==> src/hdl/wqsa_pkg.sv <==
// Shared constants, register codes, controller states and the
// controller/datapath command and status structs. No dependencies.
`default_nettype none

package wqsa_pkg;

  localparam int NUM_QUEUES      = 4;
  localparam int SLOTS_PER_QUEUE = 4;
  localparam int AMOUNT_BITS     = 16;

  localparam int QUEUE_W   = 2;
  localparam int SLOT_W    = 2;
  localparam int CNT_W     = $clog2(SLOTS_PER_QUEUE + 1);
  localparam int NUM_SLOTS = NUM_QUEUES * SLOTS_PER_QUEUE;
  localparam int IDX_W     = (NUM_SLOTS > 1) ? $clog2(NUM_SLOTS) : 1;
  localparam int WEIGHT_W  = 8;
  localparam int SUM_W     = WEIGHT_W + $clog2(NUM_QUEUES);
  localparam int PROD_W    = WEIGHT_W + AMOUNT_BITS;
  localparam int DIV_CNT_W = $clog2(PROD_W);
  localparam int RR_W      = 4;
  localparam int CFG_IDX_W  = 3;
  localparam int CFG_DATA_W = 16;

  // Configuration register indexes
  typedef enum logic [CFG_IDX_W-1:0] {
    REG_TOTAL   = 3'd0,
    REG_UNIT    = 3'd1,
    REG_WEIGHT0 = 3'd2,
    REG_WEIGHT1 = 3'd3,
    REG_WEIGHT2 = 3'd4,
    REG_WEIGHT3 = 3'd5,
    REG_RR_MASK = 3'd6
  } cfg_reg_t;

  // Controller states
  typedef enum logic [2:0] {
    ST_IDLE,
    ST_MUL,
    ST_DIV_GO,
    ST_DIV_WAIT,
    ST_SETUP,
    ST_VISIT,
    ST_NEXT,
    ST_FINISH
  } state_t;

  typedef struct packed {
    logic append;     // store a job
    logic tick_init;  // latch weight sum and unit, start at queue 0
    logic mul;        // weight * total
    logic div_start;  // start quota division
    logic setup;      // latch quota, loaded count, start slot
    logic visit;      // serve one slot
    logic next_q;     // advance to the next queue
    logic finish;     // push the closing record
  } cmd_t;

  typedef struct packed {
    logic div_done;
    logic queue_skip;  // empty queue or zero quota
    logic visit_ok;    // the visit can proceed (record space available)
    logic visit_more;  // the queue continues after this visit
    logic last_queue;
    logic finish_ok;   // output register free for the closing record
  } status_t;

endpackage

`default_nettype wire

==> src/hdl/wqsa_div.sv <==
// Restoring divider, one quotient bit per cycle, for the per-queue quota.
// Depends on wqsa_pkg for widths.
`default_nettype none

module wqsa_div (
  input  wire logic                         clk,
  input  wire logic                         rst,
  input  wire logic                         start,
  input  wire logic [wqsa_pkg::PROD_W-1:0]  dividend,
  input  wire logic [wqsa_pkg::SUM_W-1:0]   divisor,
  output logic                              done,
  output logic [wqsa_pkg::PROD_W-1:0]       quotient
);

  logic                           busy;
  logic [wqsa_pkg::DIV_CNT_W-1:0] cnt;
  logic [wqsa_pkg::SUM_W-1:0]     rem;
  logic [wqsa_pkg::PROD_W-1:0]    quo;
  logic [wqsa_pkg::SUM_W:0]       trial;
  logic [wqsa_pkg::SUM_W:0]       diff;
  logic                           ge;
  logic [wqsa_pkg::SUM_W-1:0]     step_rem;

  // One trial subtraction
  always_comb begin
    trial    = {rem, quo[wqsa_pkg::PROD_W-1]};
    ge       = (trial >= {1'b0, divisor});
    diff     = trial - {1'b0, divisor};
    step_rem = ge ? diff[wqsa_pkg::SUM_W-1:0] : trial[wqsa_pkg::SUM_W-1:0];
  end

  // Control
  always_ff @(posedge clk) begin
    if (rst) begin
      busy <= 1'b0;
      done <= 1'b0;
      cnt  <= '0;
    end else begin
      done <= 1'b0;
      if (start) begin
        busy <= 1'b1;
        cnt  <= '0;
      end else if (busy) begin
        if (cnt == wqsa_pkg::DIV_CNT_W'(wqsa_pkg::PROD_W - 1)) begin
          busy <= 1'b0;
          done <= 1'b1;
        end
        cnt <= cnt + 1'b1;
      end
    end
  end

  // Shift register: dividend in, quotient out
  always_ff @(posedge clk) begin
    if (start) begin
      quo <= dividend;
      rem <= '0;
    end else if (busy) begin
      rem <= step_rem;
      quo <= {quo[wqsa_pkg::PROD_W-2:0], ge};
    end
  end

  assign quotient = quo;

endmodule

`default_nettype wire

==> src/hdl/wqsa_ctrl.sv <==
// Tick sequencer: walks the queues through multiply, divide and slot visits.
// Depends on wqsa_pkg for state, command and status types.
`default_nettype none

module wqsa_ctrl (
  input  wire logic              clk,
  input  wire logic              rst,
  input  wire logic              in_valid,
  input  wire logic              action,
  output logic                   in_ready,
  input  wire wqsa_pkg::status_t status,
  output wqsa_pkg::cmd_t         cmd
);

  wqsa_pkg::state_t state;
  wqsa_pkg::state_t state_next;

  // State register
  always_ff @(posedge clk) begin
    if (rst) begin
      state <= wqsa_pkg::ST_IDLE;
    end else begin
      state <= state_next;
    end
  end

  // Next state
  always_comb begin
    state_next = state;
    case (state)
      wqsa_pkg::ST_IDLE: begin
        if (in_valid && action) state_next = wqsa_pkg::ST_MUL;
      end
      wqsa_pkg::ST_MUL:     state_next = wqsa_pkg::ST_DIV_GO;
      wqsa_pkg::ST_DIV_GO:  state_next = wqsa_pkg::ST_DIV_WAIT;
      wqsa_pkg::ST_DIV_WAIT: begin
        if (status.div_done) state_next = wqsa_pkg::ST_SETUP;
      end
      wqsa_pkg::ST_SETUP: begin
        state_next = status.queue_skip ? wqsa_pkg::ST_NEXT : wqsa_pkg::ST_VISIT;
      end
      wqsa_pkg::ST_VISIT: begin
        if (status.visit_ok && !status.visit_more) state_next = wqsa_pkg::ST_NEXT;
      end
      wqsa_pkg::ST_NEXT: begin
        state_next = status.last_queue ? wqsa_pkg::ST_FINISH : wqsa_pkg::ST_MUL;
      end
      wqsa_pkg::ST_FINISH: begin
        if (status.finish_ok) state_next = wqsa_pkg::ST_IDLE;
      end
      default: state_next = wqsa_pkg::ST_IDLE;
    endcase
  end

  // Outputs
  always_comb begin
    cmd      = '0;
    in_ready = 1'b0;
    case (state)
      wqsa_pkg::ST_IDLE: begin
        in_ready      = 1'b1;
        cmd.append    = in_valid && !action;
        cmd.tick_init = in_valid && action;
      end
      wqsa_pkg::ST_MUL:      cmd.mul       = 1'b1;
      wqsa_pkg::ST_DIV_GO:   cmd.div_start = 1'b1;
      wqsa_pkg::ST_DIV_WAIT: cmd           = '0;
      wqsa_pkg::ST_SETUP:    cmd.setup     = 1'b1;
      wqsa_pkg::ST_VISIT:    cmd.visit     = status.visit_ok;
      wqsa_pkg::ST_NEXT:     cmd.next_q    = !status.last_queue;
      wqsa_pkg::ST_FINISH:   cmd.finish    = status.finish_ok;
      default:               cmd           = '0;
    endcase
  end

endmodule

`default_nettype wire

==> src/hdl/wqsa_dp.sv <==
// Datapath: configuration registers, job stores, quota arithmetic, slot
// service and the record pipeline. Depends on wqsa_pkg and wqsa_div.
`default_nettype none

module wqsa_dp (
  input  wire logic                                  clk,
  input  wire logic                                  rst,
  input  wire wqsa_pkg::cmd_t                        cmd,
  output wqsa_pkg::status_t                          status,
  input  wire logic                                  cfg_write,
  input  wire logic [wqsa_pkg::CFG_IDX_W-1:0]        cfg_index,
  input  wire logic [wqsa_pkg::CFG_DATA_W-1:0]       cfg_data,
  input  wire logic [wqsa_pkg::QUEUE_W-1:0]          queue_index,
  input  wire logic [wqsa_pkg::AMOUNT_BITS-1:0]      demand,
  output logic                                       out_valid,
  input  wire logic                                  out_ready,
  output logic [wqsa_pkg::QUEUE_W-1:0]               granted_queue,
  output logic [wqsa_pkg::SLOT_W-1:0]                granted_slot,
  output logic [wqsa_pkg::AMOUNT_BITS-1:0]           amount,
  output logic                                       finished_now,
  output logic                                       nothing_given,
  output logic                                       last
);

  // Configuration
  logic [wqsa_pkg::AMOUNT_BITS-1:0] total_resource;
  logic [wqsa_pkg::AMOUNT_BITS-1:0] unit_size;
  logic [wqsa_pkg::WEIGHT_W-1:0]    weight [wqsa_pkg::NUM_QUEUES];
  logic [wqsa_pkg::RR_W-1:0]        rr_mask;

  // Job state
  logic [wqsa_pkg::AMOUNT_BITS-1:0] remaining_work [wqsa_pkg::NUM_SLOTS];
  logic [wqsa_pkg::NUM_SLOTS-1:0]   job_done;
  logic [wqsa_pkg::CNT_W-1:0]       jobs_loaded [wqsa_pkg::NUM_QUEUES];
  logic [wqsa_pkg::SLOT_W-1:0]      rotation_position [wqsa_pkg::NUM_QUEUES];

  // Tick working registers
  logic [wqsa_pkg::SUM_W-1:0]       sum_w;
  logic [wqsa_pkg::AMOUNT_BITS-1:0] unit;
  logic [wqsa_pkg::QUEUE_W-1:0]     cur_q;
  logic [wqsa_pkg::PROD_W-1:0]      product;
  logic [wqsa_pkg::AMOUNT_BITS-1:0] quota;
  logic [wqsa_pkg::CNT_W-1:0]       n_jobs;
  logic [wqsa_pkg::SLOT_W-1:0]      pos;
  logic [wqsa_pkg::CNT_W-1:0]       served;
  logic                             is_rr;

  // Pending record (held back until its successor shows whether it is last)
  logic                             pend_valid;
  logic [wqsa_pkg::QUEUE_W-1:0]     pend_queue;
  logic [wqsa_pkg::SLOT_W-1:0]      pend_slot;
  logic [wqsa_pkg::AMOUNT_BITS-1:0] pend_amount;
  logic                             pend_fin;

  // Combinational helpers
  logic [wqsa_pkg::SUM_W-1:0]       sum_comb;
  logic                             div_done;
  logic [wqsa_pkg::PROD_W-1:0]      div_quo;
  logic [wqsa_pkg::AMOUNT_BITS-1:0] quota_src;
  logic [wqsa_pkg::CNT_W-1:0]       n_src;
  logic [wqsa_pkg::SLOT_W-1:0]      rot_cur;
  logic [wqsa_pkg::SLOT_W-1:0]      pos_src;
  logic [wqsa_pkg::IDX_W-1:0]       app_idx;
  logic                             app_ok;
  logic [wqsa_pkg::IDX_W-1:0]       vis_idx;
  logic [wqsa_pkg::AMOUNT_BITS-1:0] rem_cur;
  logic                             grant;
  logic [wqsa_pkg::AMOUNT_BITS-1:0] amt_unit;
  logic [wqsa_pkg::AMOUNT_BITS-1:0] amt;
  logic [wqsa_pkg::AMOUNT_BITS-1:0] rem_new;
  logic [wqsa_pkg::AMOUNT_BITS-1:0] quota_new;
  logic [wqsa_pkg::CNT_W-1:0]       pos_inc;
  logic [wqsa_pkg::SLOT_W-1:0]      pos_new;
  logic [wqsa_pkg::CNT_W-1:0]       served_new;
  logic                             more;
  logic                             push_ok;
  logic                             finish_ok;
  logic                             load_out;

  // Configuration writes
  always_ff @(posedge clk) begin
    if (rst) begin
      total_resource <= wqsa_pkg::AMOUNT_BITS'(100);
      unit_size      <= wqsa_pkg::AMOUNT_BITS'(10);
      rr_mask        <= '0;
      for (int q = 0; q < wqsa_pkg::NUM_QUEUES; q++) begin
        weight[q] <= '0;
      end
    end else if (cfg_write) begin
      case (wqsa_pkg::cfg_reg_t'(cfg_index))
        wqsa_pkg::REG_TOTAL:   total_resource <= cfg_data[wqsa_pkg::AMOUNT_BITS-1:0];
        wqsa_pkg::REG_UNIT:    unit_size      <= cfg_data[wqsa_pkg::AMOUNT_BITS-1:0];
        wqsa_pkg::REG_WEIGHT0: weight[0]      <= cfg_data[wqsa_pkg::WEIGHT_W-1:0];
        wqsa_pkg::REG_WEIGHT1: weight[1]      <= cfg_data[wqsa_pkg::WEIGHT_W-1:0];
        wqsa_pkg::REG_WEIGHT2: weight[2]      <= cfg_data[wqsa_pkg::WEIGHT_W-1:0];
        wqsa_pkg::REG_WEIGHT3: weight[3]      <= cfg_data[wqsa_pkg::WEIGHT_W-1:0];
        wqsa_pkg::REG_RR_MASK: rr_mask        <= cfg_data[wqsa_pkg::RR_W-1:0];
        default: ;
      endcase
    end
  end

  // Weight sum
  always_comb begin
    sum_comb = '0;
    for (int q = 0; q < wqsa_pkg::NUM_QUEUES; q++) begin
      sum_comb = sum_comb + wqsa_pkg::SUM_W'(weight[q]);
    end
  end

  // Quota divider: weight * total / sum of weights
  wqsa_div u_div (
    .clk      (clk),
    .rst      (rst),
    .start    (cmd.div_start),
    .dividend (product),
    .divisor  (sum_w),
    .done     (div_done),
    .quotient (div_quo)
  );

  // Queue setup values
  always_comb begin
    quota_src = (sum_w == '0) ? '0 : div_quo[wqsa_pkg::AMOUNT_BITS-1:0];
    n_src     = jobs_loaded[cur_q];
    rot_cur   = rotation_position[cur_q];
    if (rr_mask[cur_q] && ({1'b0, rot_cur} < n_src)) begin
      pos_src = rot_cur;
    end else begin
      pos_src = '0;
    end
  end

  // Append address
  always_comb begin
    app_idx = wqsa_pkg::IDX_W'(int'(queue_index) * wqsa_pkg::SLOTS_PER_QUEUE
                               + int'(jobs_loaded[queue_index]));
    app_ok  = (int'(queue_index) < wqsa_pkg::NUM_QUEUES) && (demand != '0) &&
              (int'(jobs_loaded[queue_index]) < wqsa_pkg::SLOTS_PER_QUEUE);
  end

  // Slot service step
  always_comb begin
    vis_idx    = wqsa_pkg::IDX_W'(int'(cur_q) * wqsa_pkg::SLOTS_PER_QUEUE + int'(pos));
    rem_cur    = remaining_work[vis_idx];
    grant      = !job_done[vis_idx];
    amt_unit   = (rem_cur < unit) ? rem_cur : unit;
    amt        = (amt_unit < quota) ? amt_unit : quota;
    rem_new    = rem_cur - amt;
    quota_new  = grant ? (quota - amt) : quota;
    pos_inc    = {1'b0, pos} + 1'b1;
    served_new = served + 1'b1;
    if (is_rr) begin
      pos_new = (pos_inc == n_jobs) ? '0 : pos_inc[wqsa_pkg::SLOT_W-1:0];
      more    = (quota_new != '0) && (served_new < n_jobs);
    end else begin
      pos_new = pos_inc[wqsa_pkg::SLOT_W-1:0];
      more    = (pos_inc < n_jobs) && (quota_new != '0);
    end
  end

  // Record flow control
  always_comb begin
    push_ok   = !pend_valid || !out_valid || out_ready;
    finish_ok = !out_valid || out_ready;
    load_out  = (cmd.visit && grant && pend_valid) || cmd.finish;
  end

  // Status to controller
  always_comb begin
    status.div_done   = div_done;
    status.queue_skip = (n_src == '0) || (quota_src == '0);
    status.visit_ok   = !grant || push_ok;
    status.visit_more = more;
    status.last_queue = (int'(cur_q) == wqsa_pkg::NUM_QUEUES - 1);
    status.finish_ok  = finish_ok;
  end

  // Job store: work counts, no reset
  always_ff @(posedge clk) begin
    if (cmd.append && app_ok) begin
      remaining_work[app_idx] <= demand;
    end else if (cmd.visit && grant) begin
      remaining_work[vis_idx] <= rem_new;
    end
  end

  // Job flags, loaded counts and rotation positions
  always_ff @(posedge clk) begin
    if (rst) begin
      job_done <= '0;
      for (int q = 0; q < wqsa_pkg::NUM_QUEUES; q++) begin
        jobs_loaded[q]       <= '0;
        rotation_position[q] <= '0;
      end
    end else begin
      if (cmd.append && app_ok) begin
        job_done[app_idx]        <= 1'b0;
        jobs_loaded[queue_index] <= jobs_loaded[queue_index] + 1'b1;
      end
      if (cmd.visit && grant && (rem_new == '0)) begin
        job_done[vis_idx] <= 1'b1;
      end
      if (cmd.visit && is_rr && !more) begin
        rotation_position[cur_q] <= pos_new;
      end
    end
  end

  // Tick working registers
  always_ff @(posedge clk) begin
    if (cmd.tick_init) begin
      sum_w <= sum_comb;
      unit  <= (unit_size == '0) ? wqsa_pkg::AMOUNT_BITS'(1) : unit_size;
      cur_q <= '0;
    end else if (cmd.next_q) begin
      cur_q <= cur_q + 1'b1;
    end
    if (cmd.mul) begin
      product <= wqsa_pkg::PROD_W'(weight[cur_q]) * wqsa_pkg::PROD_W'(total_resource);
    end
    if (cmd.setup) begin
      quota  <= quota_src;
      n_jobs <= n_src;
      pos    <= pos_src;
      served <= '0;
      is_rr  <= rr_mask[cur_q];
    end else if (cmd.visit) begin
      quota  <= quota_new;
      pos    <= pos_new;
      served <= served_new;
    end
  end

  // Pending record valid
  always_ff @(posedge clk) begin
    if (rst) begin
      pend_valid <= 1'b0;
    end else if (cmd.visit && grant) begin
      pend_valid <= 1'b1;
    end else if (cmd.finish) begin
      pend_valid <= 1'b0;
    end
  end

  // Pending record payload
  always_ff @(posedge clk) begin
    if (cmd.visit && grant) begin
      pend_queue  <= cur_q;
      pend_slot   <= pos;
      pend_amount <= amt;
      pend_fin    <= (rem_new == '0);
    end
  end

  // Output register valid
  always_ff @(posedge clk) begin
    if (rst) begin
      out_valid <= 1'b0;
    end else if (load_out) begin
      out_valid <= 1'b1;
    end else if (out_ready) begin
      out_valid <= 1'b0;
    end
  end

  // Output register payload; closing record is either the pending grant or
  // the empty record of a grantless tick
  always_ff @(posedge clk) begin
    if (load_out) begin
      if (pend_valid) begin
        granted_queue <= pend_queue;
        granted_slot  <= pend_slot;
        amount        <= pend_amount;
        finished_now  <= pend_fin;
        nothing_given <= 1'b0;
      end else begin
        granted_queue <= '0;
        granted_slot  <= '0;
        amount        <= '0;
        finished_now  <= 1'b0;
        nothing_given <= 1'b1;
      end
      last <= cmd.finish;
    end
  end

endmodule

`default_nettype wire

==> src/hdl/weighted_queue_share_allocator.sv <==
// Top level of the weighted queue share allocator: sequencer plus datapath.
// Depends on wqsa_pkg, wqsa_ctrl, wqsa_dp (and wqsa_div below it).
`default_nettype none

// An append item (action 0) stores the job in the next free slot of its queue
// unless that queue is full or demand is zero; it produces no record. A tick
// item (action 1) shares total_resource among the four queues by weight and
// hands out grants of at most unit_size per job visit, one record per grant,
// with last set on the final record (a tick without grants gives one record
// with nothing_given set). Each queue's quota comes from the one-bit-per-cycle
// quota divider (start, 24 quotient bits, done), which dominates the tick
// length; a stalled output lengthens the tick further. The next item is taken
// right after the tick's final record has moved to the output register.
module weighted_queue_share_allocator (
  input  wire logic                                  clk,
  input  wire logic                                  rst,
  input  wire logic                                  in_valid,
  output logic                                       in_ready,
  input  wire logic                                  action,
  input  wire logic [wqsa_pkg::QUEUE_W-1:0]          queue_index,
  input  wire logic [wqsa_pkg::AMOUNT_BITS-1:0]      demand,
  output logic                                       out_valid,
  input  wire logic                                  out_ready,
  output logic [wqsa_pkg::QUEUE_W-1:0]               granted_queue,
  output logic [wqsa_pkg::SLOT_W-1:0]                granted_slot,
  output logic [wqsa_pkg::AMOUNT_BITS-1:0]           amount,
  output logic                                       finished_now,
  output logic                                       nothing_given,
  output logic                                       last,
  input  wire logic                                  cfg_write,
  input  wire logic [wqsa_pkg::CFG_IDX_W-1:0]        cfg_index,
  input  wire logic [wqsa_pkg::CFG_DATA_W-1:0]       cfg_data
);

  wqsa_pkg::cmd_t    cmd;
  wqsa_pkg::status_t status;

  // Sequencer
  wqsa_ctrl u_ctrl (
    .clk      (clk),
    .rst      (rst),
    .in_valid (in_valid),
    .action   (action),
    .in_ready (in_ready),
    .status   (status),
    .cmd      (cmd)
  );

  // Datapath
  wqsa_dp u_dp (
    .clk           (clk),
    .rst           (rst),
    .cmd           (cmd),
    .status        (status),
    .cfg_write     (cfg_write),
    .cfg_index     (cfg_index),
    .cfg_data      (cfg_data),
    .queue_index   (queue_index),
    .demand        (demand),
    .out_valid     (out_valid),
    .out_ready     (out_ready),
    .granted_queue (granted_queue),
    .granted_slot  (granted_slot),
    .amount        (amount),
    .finished_now  (finished_now),
    .nothing_given (nothing_given),
    .last          (last)
  );

endmodule

`default_nettype wire

==> config.mk <==
export PLATFORM = sky130hd
export DESIGN_NAME = weighted_queue_share_allocator
export DESIGN_NICKNAME = d
export VERILOG_FILES = /design/src/hdl/wqsa_pkg.sv /design/src/hdl/wqsa_div.sv /design/src/hdl/wqsa_ctrl.sv /design/src/hdl/wqsa_dp.sv /design/src/hdl/weighted_queue_share_allocator.sv
export SDC_FILE = /design/constraint.sdc
export NUM_CORES = 1
export LEC_CHECK = 0
export ABC_AREA = 1
export BUFFER_PORTS_ARGS = -buffer_cell sky130_fd_sc_hd__buf_2
export CORE_MARGIN = 5
export CORE_UTILIZATION = 55
export DETAILED_ROUTE_END_ITERATION = 6
export PLACE_DENSITY = 0.71
export SYNTH_ARGS = -nofsm -noshare
export SYNTH_HDL_FRONTEND = slang
export SYNTH_SLANG_ARGS = --single-unit
==> constraint.sdc <==
create_clock -name clk -period 14.23 [get_ports clk]
set_input_delay 0.7115 -clock clk [delete_from_list [all_inputs] [get_ports clk]]
set_output_delay 0.7115 -clock clk [all_outputs]
set_load 0.005 [all_outputs]
Word level (Yosys, flattened, before mapping)
Memories as Yosys holds them, arrays and structs flattened. A register that Yosys moved wholly into a read port is not among the register bits.
Cells that the tools add are included.
{"block": "totals", "latch_bits": 0, "word_cells": 235, "n_memories": 4, "mem_bits_ro": 0, "ff_bits": 219, "ram_bits": 308}
{"name": "u_dp.remaining_work", "depth": 16, "word_bits": 16, "read_ports": 1, "rd_ports_with_merged_regs": 0, "wr": 1, "line": "wqsa_dp.sv:32", "source": "logic [wqsa_pkg::AMOUNT_BITS-1:0] remaining_work [wqsa_pkg::NUM_SLOTS];"}
{"name": "u_dp.weight", "depth": 4, "word_bits": 8, "read_ports": 5, "rd_ports_with_merged_regs": 1, "wr": 4, "line": "wqsa_dp.sv:28", "source": "logic [wqsa_pkg::WEIGHT_W-1:0] weight [wqsa_pkg::NUM_QUEUES];"}
{"name": "u_dp.jobs_loaded", "depth": 4, "word_bits": 3, "read_ports": 2, "rd_ports_with_merged_regs": 1, "wr": 4, "line": "wqsa_dp.sv:34", "source": "logic [wqsa_pkg::CNT_W-1:0] jobs_loaded [wqsa_pkg::NUM_QUEUES];"}
{"name": "u_dp.rotation_position", "depth": 4, "word_bits": 2, "read_ports": 1, "rd_ports_with_merged_regs": 1, "wr": 4, "line": "wqsa_dp.sv:35", "source": "logic [wqsa_pkg::SLOT_W-1:0] rotation_position [wqsa_pkg::NUM_QUEUES];"}
{"block": "op_classes", "eq_ne": 20, "n_lt_le_gt_ge": 12, "n_div": 0, "reduce_logical": 49, "n_mux": 97, "multipliers": 1, "n_addsub": 13, "bitwise_logic": 8, "shift": 0}
{"op": "$mux 16", "n": 10}
{"op": "$mux 1", "n": 52}
{"op": "$logic_not 16->1", "n": 3}
{"op": "$mux 24", "n": 2}
{"op": "$lt 16x16->1", "n": 2}
{"op": "$mux 2", "n": 16}
{"op": "$mux 8", "n": 4}
{"op": "$reduce_bool 16->1", "n": 2}
{"op": "$sub 16x16->16", "n": 2}
{"op": "$mul 8x16->24", "n": 1}
{"op": "$pmux 3 s8", "n": 1}
{"op": "$eq 3x3->1 const B", "n": 7}
{"op": "$add 10x8->10", "n": 2}
{"op": "$mux 3", "n": 6}
{"op": "$and 16x16->16", "n": 1}
{"op": "$not 16->16", "n": 1}
{"op": "$or 16x16->16", "n": 1}
{"op": "$reduce_or 16->1", "n": 1}
{"op": "$logic_and 1x1->1", "n": 15}
{"op": "$eq 3x2->1 const B", "n": 4}
{"op": "$ge 11x10->1", "n": 1}
{"op": "$logic_not 10->1", "n": 1}
{"op": "$lt 4x5->1 const B", "n": 2}
{"op": "$mux 10", "n": 1}
{"op": "other kinds (32)", "n": 62}

Logic depth before layout (Yosys ltp)
Gate-level depths: netlist of the first run.
An unclocked memory read counts as a cell.
{"block": "depth", "word_depth": 18, "ltp_mapped": 53, "ltp_nobuf": 48}

Modules after synthesis
From an unflattened synthesis of the first run, not the netlist that was laid out.
{"block": "hier_totals", "cells_unflattened": 3264, "area_unflattened_um2": 30146.4}
{"module": "wqsa_dp", "cells_per_inst": 2885, "area_each_um2": 27413.8, "n_inst": 1}
{"module": "wqsa_div", "cells_per_inst": 328, "area_each_um2": 2439.8, "n_inst": 1}
{"module": "wqsa_ctrl", "cells_per_inst": 51, "area_each_um2": 292.8, "n_inst": 1}

Worst setup path before layout of the first run
Ideal clock, no wire load.
{"block": "synth_path", "path_type": "reg-to-reg", "startpoint": "reg u_dp.pos[0] (netlist name)", "endpoint": "mem u_dp.rotation_position[1][0] (netlist name), enable pin", "slack_ps": 6817, "required_ps": 13916, "stages_incl_launch_ff": 49, "t_arrival_ps": 7099, "period_less_slack_ps": 7413, "cell_sequence": "edfxtp_1 > inv_2 > buf_6 > buf_2 > buf_2 > clkbuf_1 > clkbuf_1 > clkbuf_1 > clkbuf_1 > nor2_1 > o221ai_1 > o211ai_1 > o21ai_0 > ha_1 > a21oi_1 > o221a_2 > nand2_2 > inv_2 > [13 not listed] > inv_1 > ha_1 > inv_1 > nand2_1 > nand2_1 > nand2_1 > xor2_1 > nand2_1 > nand3_1 > nor2_1 > nand2_1 > nor2_1 > nand3_1 > nand2_1 > nand2_2 > nor2_4 > nand2_2 > o21ai_1"}
{"element": "from (decl)", "line": "wqsa_dp.sv:44", "source": "logic [wqsa_pkg::SLOT_W-1:0] pos;"}
{"element": "from (signal assigned)", "line": "wqsa_dp.sv:225", "source": "pos <= pos_src;"}
{"element": "from (signal assigned)", "line": "wqsa_dp.sv:230", "source": "pos <= pos_new;"}
{"element": "to (decl)", "line": "wqsa_dp.sv:35"}

==> summary.txt, run 1 <==
library cell with the highest instance count after synthesis: sky130_fd_sc_hd__nand2_1
worst hold slack after final layout: 377 ps
CTS H-Tree Depth: 2
cts hold-fix bufs: 0
final wirelength: 77600 um
Max Clk Rate: 98.3 MHz
Post-CTS Setup Inserts: 0
post-synth net total: 3497
Warnings, synthesis: 0
Global Route met2 Usage: 39.0%
Top-Level Pins: 68
count of antenna-violating nets left after detailed routing: 0
clk_skew: 25.8 ps
# rows: 85
effective utilization at floorplan: 55.6%
Final Setup Violations: 0
worst reg-to-reg setup slack: 4050 ps
Placement Cell Area: 30900 um2
met1 global-route usage: 36.9%
biggest area consumer among synthesized cells: sky130_fd_sc_hd__edfxtp_1
share of post-route cells with drive strength above 1: 7.42%
count of state elements after synthesis: 529
vias in the first global route: 22044
IO Port Bufs: 67
count of flip-flops with a built-in enable after synthesis: 448
routing usage on met3: 5.74%
hold path cells: 3
Placed Cells incl. Taps: 3893
iteration count of the initial detailed-routing pass: 7
number of distinct library cells after synthesis: 55
final cycle utilization of the critical path: 71.5%
outcome: complete, but fails checks
clock network latency to the later pin of the worst-skew pair: 620 ps
remaining max-slew budget at the tightest pin: 8.02%
Post-synth ARST share: 0%
Area growth, synth to finish: 9.32%
most frequent cell on the critical path: sky130_fd_sc_hd__nand2_1
# resized after CTS: 0
share of the synthesized area in the top cell type: 45.0%
chip height: 243 um
clock slew seen by the registers of the worst setup and hold paths: 60 ps
iteration-0 DRC count of the detailed router: 2252
clock root buffer: sky130_fd_sc_hd__clkbuf_16
flip-flop cell with the highest count after synthesis: sky130_fd_sc_hd__edfxtp_1
total number of clock tree sinks: 529
max-slew violations: 0
worst reg2reg path startpoint: u_dp.pos[0]
crit path kind: register to register
actual slew at the worst max-slew pin: 1370 ps
pin count of the biggest net entering global routing: 115
Worst path max stage delay: 910 ps
final weighted congestion of routability-driven global placement: 0.949
number of nets in the finished design: 3525
number of clock buffers inserted by TritonCTS: 56
area of all placed cells without fillers: 32700 um2
maximum buffer depth of the clock tree: 3
Synth area leaders: sky130_fd_sc_hd__edfxtp_1 45%, sky130_fd_sc_hd__nand2_1 7.1%, sky130_fd_sc_hd__fa_1 6.4%, sky130_fd_sc_hd__ha_1 5.5%, sky130_fd_sc_hd__dfxtp_1 5.4%
failing checks: DRC
synthesized area per cell: 9.27 um2
standard cell core area: 53800 um2
final-report hold violation count: 0
Netlist Area Pre-Place: 29900 um2
Worst Hold Path EP: u_dp.total_resource[6]
worst path arrival time: 10470 ps
global route total overflow: 0
global-route wire length before repair: 121000 um
fraction of the yosys area taken by sequential cells: 50.4%
final std cells w/o fill: 4001
placed wire-length estimate: 55000 um
Worst path slowest cell: sky130_fd_sc_hd__edfxtp_1
reg-to-reg critical path endpoint: u_dp.rotation_position[0][1]
combined global-route utilization of all metal layers: 25.6%
fill cell instance count of the final layout: 4409
average via count per standard cell: 5.80
RSZ-0062 raised after global routing: false
leading cell types by count after synthesis: 566 x sky130_fd_sc_hd__nand2_1, 448 x sky130_fd_sc_hd__edfxtp_1, 431 x sky130_fd_sc_hd__inv_1
initial antenna violation count: 2
detail-routed net length per standard cell: 19.4 um
class of the most critical hold timing path: primary input to register
worst path required time: 14520 ps
DRC violations left: 5
count of max-cap constraint violations: 0
number of vias in the routed layout: 23203
area of the die: 59200 um2
Critical Path End Type: register
worst-path fanout max: 106
accumulated negative setup slack: 0 ps
global routing's busiest layer: met2
count of cells along the worst register-to-register path: 43
TritonCTS clock tree: yes
final critical delay including setup and external delays: 10180 ps
overall die width: 243 um
launching element type of the critical path: register
Worst Min Path Start: cfg_data[6]
Post-Synthesis Cells: 3228
## cell families after synthesis
family / share of synthesized area [%]
AND/OR/NAND/NOR: 16.8
AO/OA/AOI/OAI: 12.0
buffers and inverters: 7.61
flip-flops: 50.4
adder cells (fa/ha/maj): 11.8
XOR/XNOR: 1.38
## state kept, by name, summed over array words and instances (netlist names), 24 cells and up, named ones only
| name | count |
|---|---|
| u_dp.u_div.quotient | 24 |
| u_dp.remaining_work | 256 |
| u_dp.weight | 32 |
| u_dp.product | 24 |
## placed cells by master (no fill, tap or decap), types with 5 or more instances in the layout
| master | netlist | layout |
|---|---|---|
| sky130_fd_sc_hd__dfxtp_1 | 81 | 80 |
| sky130_fd_sc_hd__o21ai_2 | 6 | 7 |
| sky130_fd_sc_hd__nand4_1 | 56 | 56 |
| sky130_fd_sc_hd__o31ai_1 | 7 | 7 |
| sky130_fd_sc_hd__a21oi_1 | 141 | 141 |
| sky130_fd_sc_hd__inv_1 | 431 | 431 |
| sky130_fd_sc_hd__nor4_1 | 13 | 13 |
| sky130_fd_sc_hd__fa_1 | 95 | 95 |
| sky130_fd_sc_hd__o21ai_1 | 26 | 26 |
| sky130_fd_sc_hd__buf_2 | 14 | 67 |
| sky130_fd_sc_hd__nor2_1 | 392 | 390 |
| sky130_fd_sc_hd__xnor2_1 | 14 | 14 |
| sky130_fd_sc_hd__nor3_1 | 24 | 23 |
| sky130_fd_sc_hd__clkbuf_1 | 110 | 9 |
| sky130_fd_sc_hd__clkinv_1 | 5 | 21 |
| sky130_fd_sc_hd__clkbuf_16 | 0 | 56 |
| sky130_fd_sc_hd__o22ai_1 | 31 | 31 |
| sky130_fd_sc_hd__edfxtp_1 | 448 | 448 |
| sky130_fd_sc_hd__ha_1 | 131 | 131 |
| sky130_fd_sc_hd__buf_4 | 2 | 41 |
| sky130_fd_sc_hd__clkinv_4 | 0 | 5 |
| sky130_fd_sc_hd__xor2_1 | 33 | 33 |
| sky130_fd_sc_hd__o221ai_1 | 39 | 39 |
| sky130_fd_sc_hd__bufinv_16 | 0 | 6 |
| sky130_fd_sc_hd__o21ai_0 | 313 | 312 |
| sky130_fd_sc_hd__a31oi_1 | 5 | 5 |
| sky130_fd_sc_hd__nand3_1 | 119 | 119 |
| sky130_fd_sc_hd__o211ai_1 | 29 | 29 |
| sky130_fd_sc_hd__nand2_2 | 11 | 11 |
| sky130_fd_sc_hd__inv_2 | 13 | 12 |
| sky130_fd_sc_hd__clkinv_2 | 0 | 9 |
| sky130_fd_sc_hd__nand2_1 | 566 | 566 |
| sky130_fd_sc_hd__nor3_2 | 5 | 6 |
## worst max-delay path, delay by kind of cell (launching register included)
kind / cells / cell delay (ps)
AOI/OAI and AO/OA: 14 / 3580
and+or+nand+nor: 18 / 2020
buffers and inverters: 6 / 1960
adders and majority gates: 4 / 1160
DFF: 1 / 910
xor gates and xnor gates: 1 / 150
## metrics by stage
stage / worst slack [ps] / utilization (%)
3_5_place_dp: 4260 / 57.3
4_1_cts: 4210 / 60.7
3_3_place_gp: 4680 / 57.3
5_1_grt: 3300 / 60.8
6_report: 4050 / 60.8
2_1_floorplan: 6820 / -
## per-layer routing
layer	wire, um	up-vias	part of all wire (%)
li1	-	10961	-
met1	33300	11108	43
met2	34400	972	44
met3	7110	160	9.2
met4	2820	2	3.6
met5	13	-	0.017
## area by class of cell
| type | count | area (um2) | area share [%] |
|---|---|---|---|
| flip-flops and latches | 529 | 15100 | 46.1 |
| multi-input cells | 2111 | 12600 | 38.5 |
| inverters | 449 | 1690 | 5.16 |
| clock buffers | 66 | 1450 | 4.43 |
| well taps | 696 | 871 | 2.66 |
| repair buffers | 109 | 651 | 1.99 |
| clock inverters | 39 | 388 | 1.19 |
| diodes | 2 | 5.00 | 0.0153 |
## how the worst max path moves through the flow
stage,start,endpoint,slack (ps),cells past startpoint
floorplan,u_dp.pos[0],u_dp.rotation_position[1][0],6820,48
global placement,u_dp.pos[0],u_dp.rotation_position[0][0],4680,42
detailed placement,u_dp.pos[0],u_dp.rotation_position[0][0],4260,43
CTS,u_dp.pos[0],u_dp.rotation_position[0][1],4210,43
global route,u_dp.pos[0],u_dp.rotation_position[0][1],3300,43
finish,u_dp.pos[0],u_dp.rotation_position[0][1],4050,43
Power of run 1 is left out: the tool's default activity adds up to more than one toggle a clock period on the data nets, which glitch-free logic cannot reach.
==> run 2, diff against run 1 <==
clock period = 9.7 ns   (was 14.23 ns; I/O delays follow)
==> run 2 against run 1 <==
The run still ends with DRC left. Final cell count about the same. Cell area up 0.78%. Via count down 0.45%. Non-clock buffer count up 7. Worst setup slack got worse by 2800 ps. Hold slack got worse by 230 ps. Core utilization up 0.47 points. Register-to-register slack got worse by 2800 ps. Sequential cell count unchanged. Sequential share of layout area fell by 0.36 points. Clock skew rose by 36 ps. Wire length rose by 0.24%. Critical endpoint is now u_dp.rotation_position[1][1].
==> summary.txt, run 2 (same netlist as run 1, synthesis figures left out) <==
Area growth, synth to finish: 10.2%
CTS H-Tree Depth: 2 (unchanged)
clock slew seen by the registers of the worst setup and hold paths: 60 ps (about the same)
vias in the first global route: 22412 (+1.7%)
DRC violations left: 11 (+6)
IO Port Bufs: 67 (unchanged)
# resized after CTS: 0 (unchanged)
Placed Cells incl. Taps: 3901 (+0.21%)
clk_skew: 61.9 ps (+36.1 ps)
standard cell core area: 53800 um2 (unchanged)
final-report hold violation count: 0 (unchanged)
iteration count of the initial detailed-routing pass: 7 (unchanged)
worst-path fanout max: 73 (-31%)
outcome: complete, but fails checks
commonest non-fill, non-tap cell in the layout: sky130_fd_sc_hd__nand2_1
global-route wire length before repair: 122000 um (+0.98%)
class of the most critical hold timing path: primary input to register
actual slew at the worst max-slew pin: 1310 ps (-57.2 ps)
max-slew violations: 0 (unchanged)
Max Clk Rate: 118 MHz (+20%)
Worst path max stage delay: 650 ps (-260 ps)
global route total overflow: 0 (unchanged)
remaining max-slew budget at the tightest pin: 12.1% (+4.0 points)
maximum buffer depth of the clock tree: 3 (unchanged)
initial antenna violation count: 0 (-2)
worst path arrival time: 8800 ps (-1670 ps)
crit path kind: register to register
final cycle utilization of the critical path: 87.4% (+16 points)
overall die width: 243 um (unchanged)
chip height: 243 um (unchanged)
effective utilization at floorplan: 55.6% (unchanged)
count of max-cap constraint violations: 0 (unchanged)
TritonCTS clock tree: yes
max reg flops: 256 (unchanged)
placed wire-length estimate: 55700 um (+1.2%)
Top-Level Pins: 68 (unchanged)
final wirelength: 77700 um (+0.24%)
clock root buffer: sky130_fd_sc_hd__clkbuf_16
worst reg-to-reg setup slack: 1220 ps (-2830 ps)
total number of clock tree sinks: 529 (unchanged)
area of the die: 59200 um2 (unchanged)
average via count per standard cell: 5.77 (-0.55%)
registers with the highest flip-flop counts: u_dp.remaining_work: 256 flops, u_dp.weight: 32 flops
RSZ-0062 raised after global routing: false
number of clock buffers inserted by TritonCTS: 55 (-1.8%)
largest register by flop count: u_dp.remaining_work
iteration-0 DRC count of the detailed router: 2278 (+1.2%)
number of nets in the finished design: 3531 (+0.17%)
leading cell types in the layout, fill and taps excluded: 566 x sky130_fd_sc_hd__nand2_1, 448 x sky130_fd_sc_hd__edfxtp_1, 431 x sky130_fd_sc_hd__inv_1, 390 x sky130_fd_sc_hd__nor2_1, 312 x sky130_fd_sc_hd__o21ai_0
fill cell instance count of the final layout: 4451 (+0.95%)
Final Setup Violations: 0 (unchanged)
combined global-route utilization of all metal layers: 25.8% (+0.16 points)
final weighted congestion of routability-driven global placement: 0.956 (+0.70%)
count of antenna-violating nets left after detailed routing: 0 (unchanged)
share of post-route cells with drive strength above 1: 7.89% (+0.47 points)
launching element type of the critical path: register
Worst path slowest cell: sky130_fd_sc_hd__buf_4
cts hold-fix bufs: 0 (unchanged)
Post-CTS Setup Inserts: 0 (unchanged)
clock network latency to the later pin of the worst-skew pair: 640 ps (+20 ps)
count of antenna diodes in the layout: 0 (-2)
# rows: 85 (unchanged)
worst path required time: 10020 ps (-4500 ps)
Critical Path End Type: register
detail-routed net length per standard cell: 19.4 um (+0.14%)
final critical delay including setup and external delays: 8480 ps (-1700 ps)
number of vias in the routed layout: 23098 (-0.45%)
failing checks: DRC
pin count of the biggest net entering global routing: 142 (+23%)
accumulated negative setup slack: 0 ps (unchanged)
most frequent cell on the critical path: sky130_fd_sc_hd__nand2_1
final std cells w/o fill: 4005 (+0.10%)
[run 2: cell count changes in the layout (fill, tap and decap cells not counted), sizes merged]
cell      delta
diode        -2
clkbuf       +3
buf          +8
clkinv      -10
inv          +2
clkinvlp     +2
bufinv       +1
[run 2: per-stage QoR]
step | util [%] | hold slack (ps) | instance area, um2 | worst slack (ps)
floorplan | - | 448 | 29900 | 2290
global placement | 57.5 | 442 | 30900 | 1520
detailed placement | 57.5 | 442 | 30900 | 1300
CTS | 61.2 | 120 | 33000 | 1260
global route | 61.2 | 139 | 33000 | 473
finish | 61.2 | 148 | 33000 | 1220
[run 2: routing by layer]
layer  wire length (um)  GRT usage [%]  share of wire (%)
met5                  0              0                  0
met4               2070           7.08                2.7
met3               6140           3.78                7.9
met2              36400           41.8                 47
met1              33200           36.7                 43
[run 2: layout make-up]
class                   instances  area, um2  area share [%]
clock buffers                  70       1580            4.79
repair buffers                116        741            2.25
flip-flops and latches        529      15100            45.7
well taps                     696        871            2.64
inverters                     449       1690            5.12
multi-input cells            2111      12600            38.2
clock inverters                34        428            1.30
[run 2: final timing paths]
path / cells after the start / endpoint / start
max reg2reg: 40 / u_dp.rotation_position[1][1] / u_dp.pos[1]
min: 3 / u_dp.total_resource[6] / cfg_data[6]
max: 40 / u_dp.rotation_position[1][1] / u_dp.pos[1]
min reg2reg: 2 / u_dp.amount[3] / u_dp.pend_amount[3]
[run 2: worst max-delay path: cells and delay by family (launching register included)]
family                   cells  cell delay, ps
adder cells (fa/ha/maj)      3            1110
buffers and inverters        4            1270
flip-flops                   1             360
AND/OR/NAND/NOR             20            2150
AO/OA/AOI/OAI               13            3220
Power of run 2 is left out for the same reason.
